==> config.mk <==
export PLATFORM = sky130hd
export DESIGN_NAME = flux_pll_data_separator
export DESIGN_NICKNAME = d
export VERILOG_FILES = /design/src/sv/fpds_pkg.sv /design/src/sv/fpds_smul.sv /design/src/sv/fpds_sdiv.sv /design/src/sv/flux_pll_data_separator.sv
export SDC_FILE = /design/constraint.sdc
export NUM_CORES = 2
export LEC_CHECK = 0
export BUFFER_PORTS_ARGS = -buffer_cell sky130_fd_sc_hd__buf_2
export CAP_MARGIN = 25
export CORE_ASPECT_RATIO = 1.2
export CORE_MARGIN = 1.5
export CORE_UTILIZATION = 30
export DETAILED_ROUTE_END_ITERATION = 8
export SLEW_MARGIN = 20
export SYNTH_ARGS = -nofsm -noshare
export SYNTH_HDL_FRONTEND = slang
export SYNTH_SLANG_ARGS = --single-unit
==> constraint.sdc <==
create_clock -name clk -period 9.4 [get_ports clk]
set_clock_uncertainty 0.05 [all_clocks]
set_input_delay 1.41 -clock clk [delete_from_list [all_inputs] [get_ports clk]]
set_output_delay 1.41 -clock clk [all_outputs]
set_load 0.01 [all_outputs]
==> src/sv/fpds_pkg.sv <==
// Package for the flux data separator: shared types, widths and constants.
// Depends on nothing; every module of the block imports it.
package fpds_pkg;

  localparam int TimeBits  = 32;
  localparam int FracBits  = 16;
  localparam int PhaseBits = TimeBits + FracBits;
  localparam int FreqBits  = 40;
  localparam int MulABits  = 64;
  localparam int MulBBits  = 48;
  localparam int DivQBits  = 64;
  localparam int DivSBits  = 48;
  localparam int CntBits   = 7;
  localparam int CfgIdxBits = 8;

  localparam logic [FreqBits-1:0] FreqMax   = '1;
  localparam logic [62:0]         DeltaCap  = 63'h4000_0000_0000_0000;
  localparam logic [2:0]          MaxCells  = 3'd4;

  localparam logic [CfgIdxBits-1:0] RegNomPeriod = 8'd0;
  localparam logic [CfgIdxBits-1:0] RegPhaseGain = 8'd1;
  localparam logic [CfgIdxBits-1:0] RegFreqGain  = 8'd2;
  localparam logic [CfgIdxBits-1:0] RegMaxDrift  = 8'd3;

  typedef struct packed {
    logic load;
    logic step;
  } ser_ctl_t;

  typedef enum logic [4:0] {
    ST_INIT, ST_IDLE, ST_LDIV, ST_LNOM, ST_LLO, ST_LLOW, ST_LHI, ST_LHIGH,
    ST_PREP, ST_CMUL, ST_CRND, ST_CDIV, ST_CELL, ST_ERR, ST_MAGL, ST_CORR,
    ST_PUPD, ST_M1, ST_M1D, ST_DMUL, ST_DLT, ST_UPD
  } fpds_state_t;

endpackage

==> src/sv/fpds_smul.sv <==
// Bit-serial shift-add multiplier: one multiplier bit per cycle while stepped, LSB first.
// Depends on fpds_pkg.
module fpds_smul import fpds_pkg::*; (
  input  logic                clk,
  input  ser_ctl_t            ctl,
  input  logic [MulABits-1:0] a,
  input  logic [MulBBits-1:0] b,
  output logic [MulABits-1:0] hi,
  output logic [MulBBits-1:0] lo
);

  logic [MulABits-1:0] a_r, hi_r;
  logic [MulBBits-1:0] b_r, lo_r;
  logic [MulABits:0]   sum;

  // add the multiplicand into the upper half, then shift one place right
  assign sum = {1'b0, hi_r} + (b_r[0] ? {1'b0, a_r} : '0);

  always_ff @(posedge clk) begin
    if (ctl.load) begin
      a_r  <= a;
      b_r  <= b;
      hi_r <= '0;
      lo_r <= '0;
    end else if (ctl.step) begin
      b_r  <= {1'b0, b_r[MulBBits-1:1]};
      hi_r <= sum[MulABits:1];
      lo_r <= {sum[0], lo_r[MulBBits-1:1]};
    end
  end

  assign hi = hi_r;
  assign lo = lo_r;

endmodule

==> src/sv/fpds_sdiv.sv <==
// Restoring divider, one quotient bit per cycle while stepped, dividend streamed MSB first.
// Depends on fpds_pkg.
module fpds_sdiv import fpds_pkg::*; (
  input  logic                clk,
  input  ser_ctl_t            ctl,
  input  logic [FreqBits-1:0] divisor,
  input  logic [DivSBits-1:0] dividend,
  output logic [DivQBits-1:0] quot,
  output logic [FreqBits-1:0] rem
);

  logic [FreqBits-1:0] d_r, r_r;
  logic [DivSBits-1:0] s_r;
  logic [DivQBits-1:0] q_r;
  logic [FreqBits:0]   r2;
  logic                fits;

  assign r2   = {r_r, s_r[DivSBits-1]};
  assign fits = r2 >= {1'b0, d_r};

  always_ff @(posedge clk) begin
    if (ctl.load) begin
      d_r <= divisor;
      s_r <= dividend;
      r_r <= {{(FreqBits-1){1'b0}}, 1'b1};   // leading one of the dividend
      q_r <= '0;
    end else if (ctl.step) begin
      s_r <= {s_r[DivSBits-2:0], 1'b0};
      r_r <= fits ? FreqBits'(r2 - {1'b0, d_r}) : r2[FreqBits-1:0];
      q_r <= {q_r[DivQBits-2:0], fits};
    end
  end

  assign quot = q_r;
  assign rem  = r_r;

endmodule

==> src/sv/flux_pll_data_separator.sv <==
// Top level of the flux data separator: sequencer, loop state and ports.
// Depends on fpds_pkg, fpds_smul and fpds_sdiv.
//
// Use: each input transaction carries one flux transition timestamp in
// in_tdata (ticks, wrapping) and a restart flag in in_tuser. Each accepted
// transaction yields exactly one output transaction: cell count (1..4, i.e.
// count-1 zeros then a one), the updated loop frequency and a clamp flag.
// Registers are written over the cfg_ channel (always ready); write them
// only while the block is idle. Gains apply at once, period and drift at
// the next restart.
// Each item runs through the sequencer states in turn; a restart first
// reloads the loop. When the transition lies behind the phase, the
// cell-count multiply and its rounding step are skipped. A new item is
// taken only once the last one is through, as the input is taken only in
// the idle state. The cost is set by the shared bit-serial multiplier and
// the divider for the cell length; a restart adds a divider run and two
// multiplies. Reset: load the loop from the reset register values
// (in_tready low meanwhile). A stalled receiver holds the result
// register; the next finished item waits in its last step until the
// register frees, and no new item is taken until then.
module flux_pll_data_separator import fpds_pkg::*; (
  input  logic                  clk,
  input  logic                  rst_n,
  input  logic                  in_tvalid,
  output logic                  in_tready,
  input  logic [31:0]           in_tdata,   // [31:0] transition timestamp
  input  logic                  in_tuser,   // [0] restart
  output logic                  out_tvalid,
  input  logic                  out_tready,
  output logic [47:0]           out_tdata,  // [2:0] cell_count, [42:3] frequency_now,
                                            // [43] freq_clamped, rest zero
  input  logic                  cfg_valid,
  output logic                  cfg_ready,
  input  logic [CfgIdxBits-1:0] cfg_index,
  input  logic [15:0]           cfg_data
);

  fpds_state_t state_r, state_nxt;
  logic [CntBits-1:0] cnt_r, cnt_nxt;

  logic [15:0] nom_period_r, phase_gain_r, freq_gain_r, max_drift_r;

  logic [PhaseBits-1:0] phase_r, tf_r, cell_r, mag_r;
  logic [FreqBits-1:0]  loopf_r, nom_r, low_r, high_r, fv_r;
  logic                 pending_r, neg_r;
  logic [2:0]           cells_r;
  logic [62:0]          delta_r;

  logic                 out_valid_r;
  logic [2:0]           out_cells_r;
  logic [FreqBits-1:0]  out_freq_r;
  logic                 out_clamp_r;

  ser_ctl_t             mul_ctl, div_ctl;
  logic [MulABits-1:0]  mul_a, mul_hi;
  logic [MulBBits-1:0]  mul_b, mul_lo;
  logic [FreqBits-1:0]  div_d, div_rem;
  logic [DivSBits-1:0]  div_s;
  logic [DivQBits-1:0]  div_q;

  logic                 in_acc, out_free;
  logic [FreqBits-1:0]  nom_val, fsel;
  logic [PhaseBits-1:0] dt_val;
  logic [16:0]          drift_lo, drift_hi;

  fpds_smul u_mul (
    .clk (clk), .ctl (mul_ctl), .a (mul_a), .b (mul_b), .hi (mul_hi), .lo (mul_lo)
  );

  fpds_sdiv u_div (
    .clk (clk), .ctl (div_ctl), .divisor (div_d), .dividend (div_s),
    .quot (div_q), .rem (div_rem)
  );

  assign in_tready = (state_r == ST_IDLE);
  assign in_acc    = in_tvalid && in_tready;
  assign out_free  = !out_valid_r || out_tready;
  assign cfg_ready = 1'b1;

  // period 0 or 1 saturates; the quotient holds round(2^48 / period)
  assign nom_val  = (nom_period_r < 16'd2 || (|div_q[PhaseBits-1:FreqBits])) ?
                    FreqMax : div_q[FreqBits-1:0];
  assign fsel     = (loopf_r == '0) ? {{(FreqBits-1){1'b0}}, 1'b1} : loopf_r;
  assign dt_val   = tf_r - phase_r;
  assign drift_lo = 17'h10000 - {1'b0, max_drift_r};
  assign drift_hi = 17'h10000 + {1'b0, max_drift_r};

  // next state
  always_comb begin
    state_nxt = state_r;
    case (state_r)
      ST_INIT:  state_nxt = ST_LDIV;
      ST_IDLE:  if (in_acc) state_nxt = in_tuser ? ST_LDIV : ST_PREP;
      ST_LDIV:  if (cnt_r == '0) state_nxt = ST_LNOM;
      ST_LNOM:  state_nxt = ST_LLO;
      ST_LLO:   if (cnt_r == '0) state_nxt = ST_LLOW;
      ST_LLOW:  state_nxt = ST_LHI;
      ST_LHI:   if (cnt_r == '0) state_nxt = ST_LHIGH;
      ST_LHIGH: state_nxt = pending_r ? ST_PREP : ST_IDLE;
      ST_PREP:  state_nxt = dt_val[PhaseBits-1] ? ST_CDIV : ST_CMUL;
      ST_CMUL:  if (cnt_r == '0) state_nxt = ST_CRND;
      ST_CRND:  state_nxt = ST_CDIV;
      ST_CDIV:  if (cnt_r == '0) state_nxt = ST_CELL;
      ST_CELL:  state_nxt = ST_ERR;
      ST_ERR:   state_nxt = ST_MAGL;
      ST_MAGL:  state_nxt = ST_CORR;
      ST_CORR:  if (cnt_r == '0) state_nxt = ST_PUPD;
      ST_PUPD:  state_nxt = ST_M1;
      ST_M1:    if (cnt_r == '0) state_nxt = ST_M1D;
      ST_M1D:   state_nxt = ST_DMUL;
      ST_DMUL:  if (cnt_r == '0) state_nxt = ST_DLT;
      ST_DLT:   state_nxt = ST_UPD;
      ST_UPD:   if (out_free) state_nxt = ST_IDLE;
      default:  state_nxt = ST_INIT;
    endcase
  end

  // serial unit control and step counter
  always_comb begin
    mul_ctl = '0;
    div_ctl = '0;
    mul_a   = '0;
    mul_b   = '0;
    div_d   = {24'd0, nom_period_r};
    div_s   = {33'd0, nom_period_r[15:1]};
    cnt_nxt = (cnt_r == '0) ? cnt_r : cnt_r - 1'b1;
    case (state_r)
      ST_INIT: begin
        div_ctl.load = 1'b1;
        cnt_nxt      = CntBits'(47);
      end
      ST_IDLE: begin
        div_ctl.load = in_acc && in_tuser;
        cnt_nxt      = CntBits'(47);
      end
      ST_LDIV, ST_CDIV: div_ctl.step = 1'b1;
      ST_LNOM: begin
        mul_ctl.load = 1'b1;
        mul_a        = MulABits'(nom_val);
        mul_b        = MulBBits'(drift_lo);
        cnt_nxt      = CntBits'(16);
      end
      ST_LLOW: begin
        mul_ctl.load = 1'b1;
        mul_a        = MulABits'(nom_r);
        mul_b        = MulBBits'(drift_hi);
        cnt_nxt      = CntBits'(16);
      end
      ST_LLO, ST_LHI, ST_CMUL, ST_CORR, ST_M1, ST_DMUL: mul_ctl.step = 1'b1;
      ST_PREP: begin
        mul_ctl.load = 1'b1;
        mul_a        = MulABits'(fsel);
        mul_b        = dt_val;
        div_ctl.load = dt_val[PhaseBits-1];
        div_d        = fsel;
        div_s        = '0;
        cnt_nxt      = dt_val[PhaseBits-1] ? CntBits'(63) : CntBits'(47);
      end
      ST_CRND: begin
        div_ctl.load = 1'b1;
        div_d        = fv_r;
        div_s        = '0;
        cnt_nxt      = CntBits'(63);
      end
      ST_MAGL: begin
        mul_ctl.load = 1'b1;
        mul_a        = MulABits'(mag_r);
        mul_b        = MulBBits'(phase_gain_r);
        cnt_nxt      = CntBits'(15);
      end
      ST_PUPD: begin
        mul_ctl.load = 1'b1;
        mul_a        = MulABits'(mag_r);
        mul_b        = MulBBits'(freq_gain_r);
        cnt_nxt      = CntBits'(15);
      end
      ST_M1D: begin
        mul_ctl.load = 1'b1;
        mul_a        = {mul_hi[47:0], mul_lo[47:32]};
        mul_b        = MulBBits'(fv_r);
        cnt_nxt      = CntBits'(39);
      end
      default: ;
    endcase
  end

  // datapath work per step
  logic [2:0]           cells_val;
  logic [PhaseBits-1:0] cell_val, cmul, expected, err, corr;
  logic [73:0]          dsum;
  logic [63:0]          nf_sub, nf_add, nf;
  logic                 under, clamp_lo, clamp_hi;
  logic [FreqBits-1:0]  nf_fin;
  logic [56:0]          lim;

  always_comb begin
    // round half up of the cell estimate, then limit to 1..4
    if (|mul_hi[63:18]) cells_val = MaxCells;
    else                cells_val = 3'({1'b0, mul_hi[17:16]} + {2'b0, mul_hi[15]});
    if (cells_val > MaxCells) cells_val = MaxCells;
    if (cells_val == 3'd0)    cells_val = 3'd1;

    // a frequency of one or less gives a saturated cell length
    cell_val = (fv_r <= {{(FreqBits-1){1'b0}}, 1'b1}) ? '1 :
               div_q[PhaseBits-1:0] +
               PhaseBits'({div_rem, 1'b0} >= {1'b0, fv_r});

    case (cells_r)
      3'd2:    cmul = {cell_r[PhaseBits-2:0], 1'b0};
      3'd3:    cmul = cell_r + {cell_r[PhaseBits-2:0], 1'b0};
      3'd4:    cmul = {cell_r[PhaseBits-3:0], 2'b0};
      default: cmul = cell_r;
    endcase
    expected = phase_r + cmul;
    err      = tf_r - expected;

    corr = mul_hi[PhaseBits-1:0] + PhaseBits'(mul_lo[47]);

    dsum = {1'b0, mul_hi, mul_lo[47:39]} + 74'd1;

    under    = neg_r && ({1'b0, delta_r} > {24'd0, fv_r});
    nf_sub   = {24'd0, fv_r} - {1'b0, delta_r};
    nf_add   = {24'd0, fv_r} + {1'b0, delta_r};
    nf       = neg_r ? nf_sub : nf_add;
    clamp_lo = under || (nf < {24'd0, low_r});
    if (clamp_lo) nf = {24'd0, low_r};
    clamp_hi = nf > {24'd0, high_r};
    if (clamp_hi) nf = {24'd0, high_r};
    nf_fin   = nf[FreqBits-1:0];

    lim = {mul_hi[55:0], mul_lo[47]};
  end

  always_ff @(posedge clk) begin
    if (!rst_n) begin
      state_r      <= ST_INIT;
      cnt_r        <= '0;
      pending_r    <= 1'b0;
      out_valid_r  <= 1'b0;
      nom_period_r <= 16'd4000;
      phase_gain_r <= 16'd3277;
      freq_gain_r  <= 16'd328;
      max_drift_r  <= 16'd9830;
    end else begin
      state_r <= state_nxt;
      cnt_r   <= cnt_nxt;
      if (cfg_valid && cfg_ready) begin
        case (cfg_index)
          RegNomPeriod: nom_period_r <= cfg_data;
          RegPhaseGain: phase_gain_r <= cfg_data;
          RegFreqGain:  freq_gain_r  <= cfg_data;
          RegMaxDrift:  max_drift_r  <= cfg_data;
          default: ;    // drop writes beyond the register list
        endcase
      end
      if (in_acc) begin
        pending_r <= 1'b1;
      end else if (state_r == ST_UPD && out_free) begin
        pending_r <= 1'b0;
      end
      // load a new result, else drop the one taken by the receiver
      if (state_r == ST_UPD && out_free) begin
        out_valid_r <= 1'b1;
      end else if (out_tready) begin
        out_valid_r <= 1'b0;
      end
    end
  end

  always_ff @(posedge clk) begin
    case (state_r)
      ST_IDLE: tf_r <= {in_tdata, {FracBits{1'b0}}};
      ST_LNOM: begin
        nom_r   <= nom_val;
        loopf_r <= nom_val;
        phase_r <= '0;
      end
      ST_LLOW:  low_r  <= lim[FreqBits-1:0];
      ST_LHIGH: high_r <= (|lim[56:FreqBits]) ? FreqMax : lim[FreqBits-1:0];
      ST_PREP: begin
        fv_r    <= fsel;
        cells_r <= 3'd1;
      end
      ST_CRND:  cells_r <= cells_val;
      ST_CELL:  cell_r  <= cell_val;
      ST_ERR: begin
        neg_r <= err[PhaseBits-1];
        mag_r <= err[PhaseBits-1] ? PhaseBits'(-err) : err;
      end
      ST_PUPD:  phase_r <= neg_r ? tf_r - corr : tf_r + corr;
      ST_DLT:   delta_r <= (dsum[73:1] > {10'd0, DeltaCap}) ? DeltaCap : dsum[63:1];
      ST_UPD: begin
        if (out_free) begin
          loopf_r     <= nf_fin;
          out_cells_r <= cells_r;
          out_freq_r  <= nf_fin;
          out_clamp_r <= clamp_lo || clamp_hi;
        end
      end
      default: ;
    endcase
  end

  assign out_tvalid = out_valid_r;
  assign out_tdata  = {4'd0, out_clamp_r, out_freq_r, out_cells_r};

endmodule

==> load_flow_metrics.sql <==
INSERT INTO impl_metrics (metric_group, metric, value, unit) VALUES
('placement', 'post_placement_setup_slack', '0.02402', 'ns'),
('detailed_routing', 'num_vias', '61220', ''),
('detailed_routing', 'm1WireLength', '109900', 'µm'),
('finish', 'fin_nets', '8589', ''),
('global_routing', 'wire_length_of_the_first_global_routing_pass', '385400', 'µm'),
('power', 'peakVddDrop', '0.1968', 'mV'),
('setup_path', 'cp-end-kind', 'flop', ''),
('setup_path', 'crit_start', 'fv_r[0]$_DFFE_PP_', ''),
('floorplanning', 'fp.dieH', '528.1', 'µm'),
('global_routing', 'global_route.usage.total', '0.2199', ''),
('floorplanning', 'initial_core_util', '0.3020', ''),
('detailed_routing', 'detail_route.vias_per_cell', '5.529', ''),
('placement', 'dp_hpwl', '205300', 'µm'),
('synthesis', 'synth_area_per_cell', '8.670', 'µm²'),
('detailed_routing', 'top_layer_used', 'met5', ''),
('finish', 'final_cell_mix', 'sky130_fd_sc_hd__nand2_1 (881), sky130_fd_sc_hd__edfxtp_1 (687), sky130_fd_sc_hd__nor2_1 (604)', ''),
('floorplanning', 'ios', '113', ''),
('setup_path', 'critical_path.max_fanout', '34', ''),
('synthesis', 'ys_warn_count', '0', ''),
('detailed_routing', 'firstDrtPassIters', '8', ''),
('clock_network', 'clk_pin_slew', '0.06', 'ns'),
('detailed_routing', 'met3_length', '19010', 'µm'),
('synthesis', 'netlist_area', '0.06893', 'mm²'),
('detailed_routing', 'avgRoutedWirePerCell', '23.96', 'µm'),
('clock_network', 'clock_path_buffers', '3', ''),
('synthesis', 'netlist-cell-type-count', '102', ''),
('clock_network', 'h-tree-depth', '3', ''),
('detailed_routing', 'drt-total-wl', '265300', 'µm'),
('sta', 'fmax', '113.4', 'MHz'),
('finish', 'share_of_cells_above_drive_strength_1', '0.08597', ''),
('placement', 'dp_cells', '10880', ''),
('global_routing', 'grt_antenna_before_repair', '13', ''),
('sta', 'worst_slack_setup_final', '0.5797', 'ns'),
('placement', 'place.gp.congestion', '0.9907', ''),
('finish', 'area_growth', '12.01', '%'),
('clock_network', 'clock_latency', '0.79', 'ns'),
('synthesis', 'ys_seq_area_frac', '0.3707', ''),
('detailed_routing', 'drt_drc_violations_left', '0', ''),
('synthesis', 'synth.top_cell.area_share', '0.2993', ''),
('setup_path', 'stage_delay_of_the_slowest_cell_on_the_critical_path', '0.40', 'ns'),
('synthesis', 'synth.top_cells.by_area', 'sky130_fd_sc_hd__edfxtp_1 (30%), sky130_fd_sc_hd__ha_1 (9.4%), sky130_fd_sc_hd__dfxtp_1 (7.1%)', ''),
('status', 'result_of_the_run', 'completed', ''),
('setup_path', 'slowest_cp_cell', 'sky130_fd_sc_hd__fa_1', ''),
('clock_network', 'tritoncts', 'yes', ''),
('setup_path', 'worst-endpoint-arrival', '9.26', 'ns'),
('detailed_routing', 'drt_iter0_drc', '6117', ''),
('finish', 'layout.filler_cells', '23540', ''),
('setup_path', 'crit_path_required_time', '9.84', 'ns'),
('finish', 'mostFrequentLayoutCell', 'sky130_fd_sc_hd__nand2_1', ''),
('setup_path', 'critPathKind', 'reg -> reg', ''),
('hold_path', 'hold_path_startpoint', 'phase_gain_r[13]$_SDFFE_PN0P_', ''),
('floorplanning', 'rows', '192', ''),
('global_routing', 'first_global_vias', '58810', ''),
('power', 'power.leakage', '30.98', 'nW'),
('global_routing', 'globalRoute.totalOverflow', '0', ''),
('floorplanning', 'fp.coreArea', '0.2282', 'mm²'),
('finish', 'instances_no_fill', '11070', ''),
('sta', 'maxSlewViolCount', '0', ''),
('sta', 'final.period_utilization', '0.9383', ''),
('detailed_routing', 'met2_wirelength', '117900', 'µm'),
('sta', 'finalHoldViolCount', '0', ''),
('placement', 'placed_cell_area', '0.07363', 'mm²'),
('global_routing', 'grt_start_max_net_pins', '87', ''),
('clock_network', 'post_cts_hold_buffer_count', '0', ''),
('sta', 'timing.slew.headroom', '0.2486', ''),
('finish', 'postLayoutCellArea', '0.07721', 'mm²'),
('sta', 'period_needed', '8.820', 'ns'),
('synthesis', 'yosys.area.top_type', 'sky130_fd_sc_hd__edfxtp_1', ''),
('synthesis', 'synth-edff-count', '687', ''),
('placement', 'portBuffers', '107', ''),
('synthesis', 'netlist_instances', '7950', '');
[power breakdown]
part / total [W] / internal (W) / switching (W)
sequential: 0.00620 / 0.00553 / 0.000665
combinational: 0.00894 / 0.00318 / 0.00576
clock: 0.00427 / 0.00240 / 0.00187
total: 0.0194 / 0.0111 / 0.00830
[synth_stat cells (74+ instances only)]
library cell / instances
sky130_fd_sc_hd__a211oi_1: 77
sky130_fd_sc_hd__a21o_1: 163
sky130_fd_sc_hd__a21oi_1: 569
sky130_fd_sc_hd__a31oi_1: 74
sky130_fd_sc_hd__and2_1: 140
sky130_fd_sc_hd__and3_1: 85
sky130_fd_sc_hd__clkbuf_1: 396
sky130_fd_sc_hd__dfxtp_1: 246
sky130_fd_sc_hd__edfxtp_1: 687
sky130_fd_sc_hd__ha_1: 516
sky130_fd_sc_hd__inv_1: 594
sky130_fd_sc_hd__mux2i_1: 83
sky130_fd_sc_hd__nand2_1: 882
sky130_fd_sc_hd__nand2b_1: 122
sky130_fd_sc_hd__nand3_1: 198
sky130_fd_sc_hd__nand4_1: 117
sky130_fd_sc_hd__nor2_1: 612
sky130_fd_sc_hd__nor2b_1: 89
sky130_fd_sc_hd__nor3_1: 184
sky130_fd_sc_hd__nor4_1: 89
sky130_fd_sc_hd__o21ai_0: 466
sky130_fd_sc_hd__o21bai_1: 82
sky130_fd_sc_hd__xnor2_1: 324
sky130_fd_sc_hd__xor2_1: 195
[area by class of cell]
class	instances	area (µm²)	share of cell area
Multi-Input combinational cell	5973	39610	0.5130
Sequential cell	933	25550	0.3310
Tap cell	3007	3762	0.04873
Clock buffer	134	2774	0.03593
Timing Repair Buffer	366	2554	0.03308
Inverter	599	2258	0.02925
Clock inverter	56	680.7	0.008816
Antenna cell	5	12.51	0.0001621
[worst max-delay path: cells and delay by family (launching register included)]
kind	cells	cell delay, ns
AO/OA/AOI/OAI	21	3.45
AND/OR/NAND/NOR	11	1.58
buffers and inverters	8	1.42
adder cells (fa/ha/maj)	4	1.22
flip-flops	1	0.39
multiplexers	1	0.26
XOR/XNOR	1	0.15
[sequential cells by signal, indices dropped and copies added, names as in the netlist, 48 cells and up]
name / cells
u_mul.hi: 64
cell_r: 48
u_mul.a_r: 64
u_mul.b_r: 48
delta_r: 63
u_div.quot: 48
u_div.s_r: 48
mag_r: 48
phase_r: 48
[routing by layer]
layer	up-vias	GRT usage
met1	29540	0.2817
li1	28530	-
met4	16	0.1330
met3	566	0.03114
met2	2561	0.3490
met5	-	0
[final timing paths]
path	to	depth (start not counted)
setup / recovery	loopf_r[33]$_DFFE_PP_	46
hold / removal	phase_gain_r[13]$_SDFFE_PN0P_	2
setup reg to reg	loopf_r[33]$_DFFE_PP_	46
hold reg to reg	phase_gain_r[13]$_SDFFE_PN0P_	2
[what timing repair did]
item | in CTS | in global routing
gates resized for setup | 1 | 16
pin swaps | 0 | 1
endpoints found under the setup margin | 2 | 93
gates cloned | 0 | 0
setup buffers | 0 | 1
[cells by family after synthesis]
logic type,share of synthesized area
compound gates,0.1934
buf+inv,0.05810
simple gates,0.1888
flops,0.3707
xor+xnor,0.06595
fa+ha+maj,0.1047
mux,0.01821
other cells,0.0001090
[metrics by stage]
| step | hold WS (ns) | setup TNS (ns) | util | total power, W |
|---|---|---|---|---|
| floorplan | 0.3744 | 0 | - | 0.01225 |
| global placement | 0.3925 | 0 | 0.3226 | 0.01491 |
| detailed placement | 0.4041 | 0 | 0.3226 | 0.01505 |
| CTS | 0.4129 | 0 | 0.3378 | 0.01934 |
| global route | 0.4330 | -0.2298 | 0.3383 | 0.02047 |
| finish | 0.4145 | 0 | 0.3383 | 0.01941 |
No activity file was read; power rests on OpenSTA's default activity.
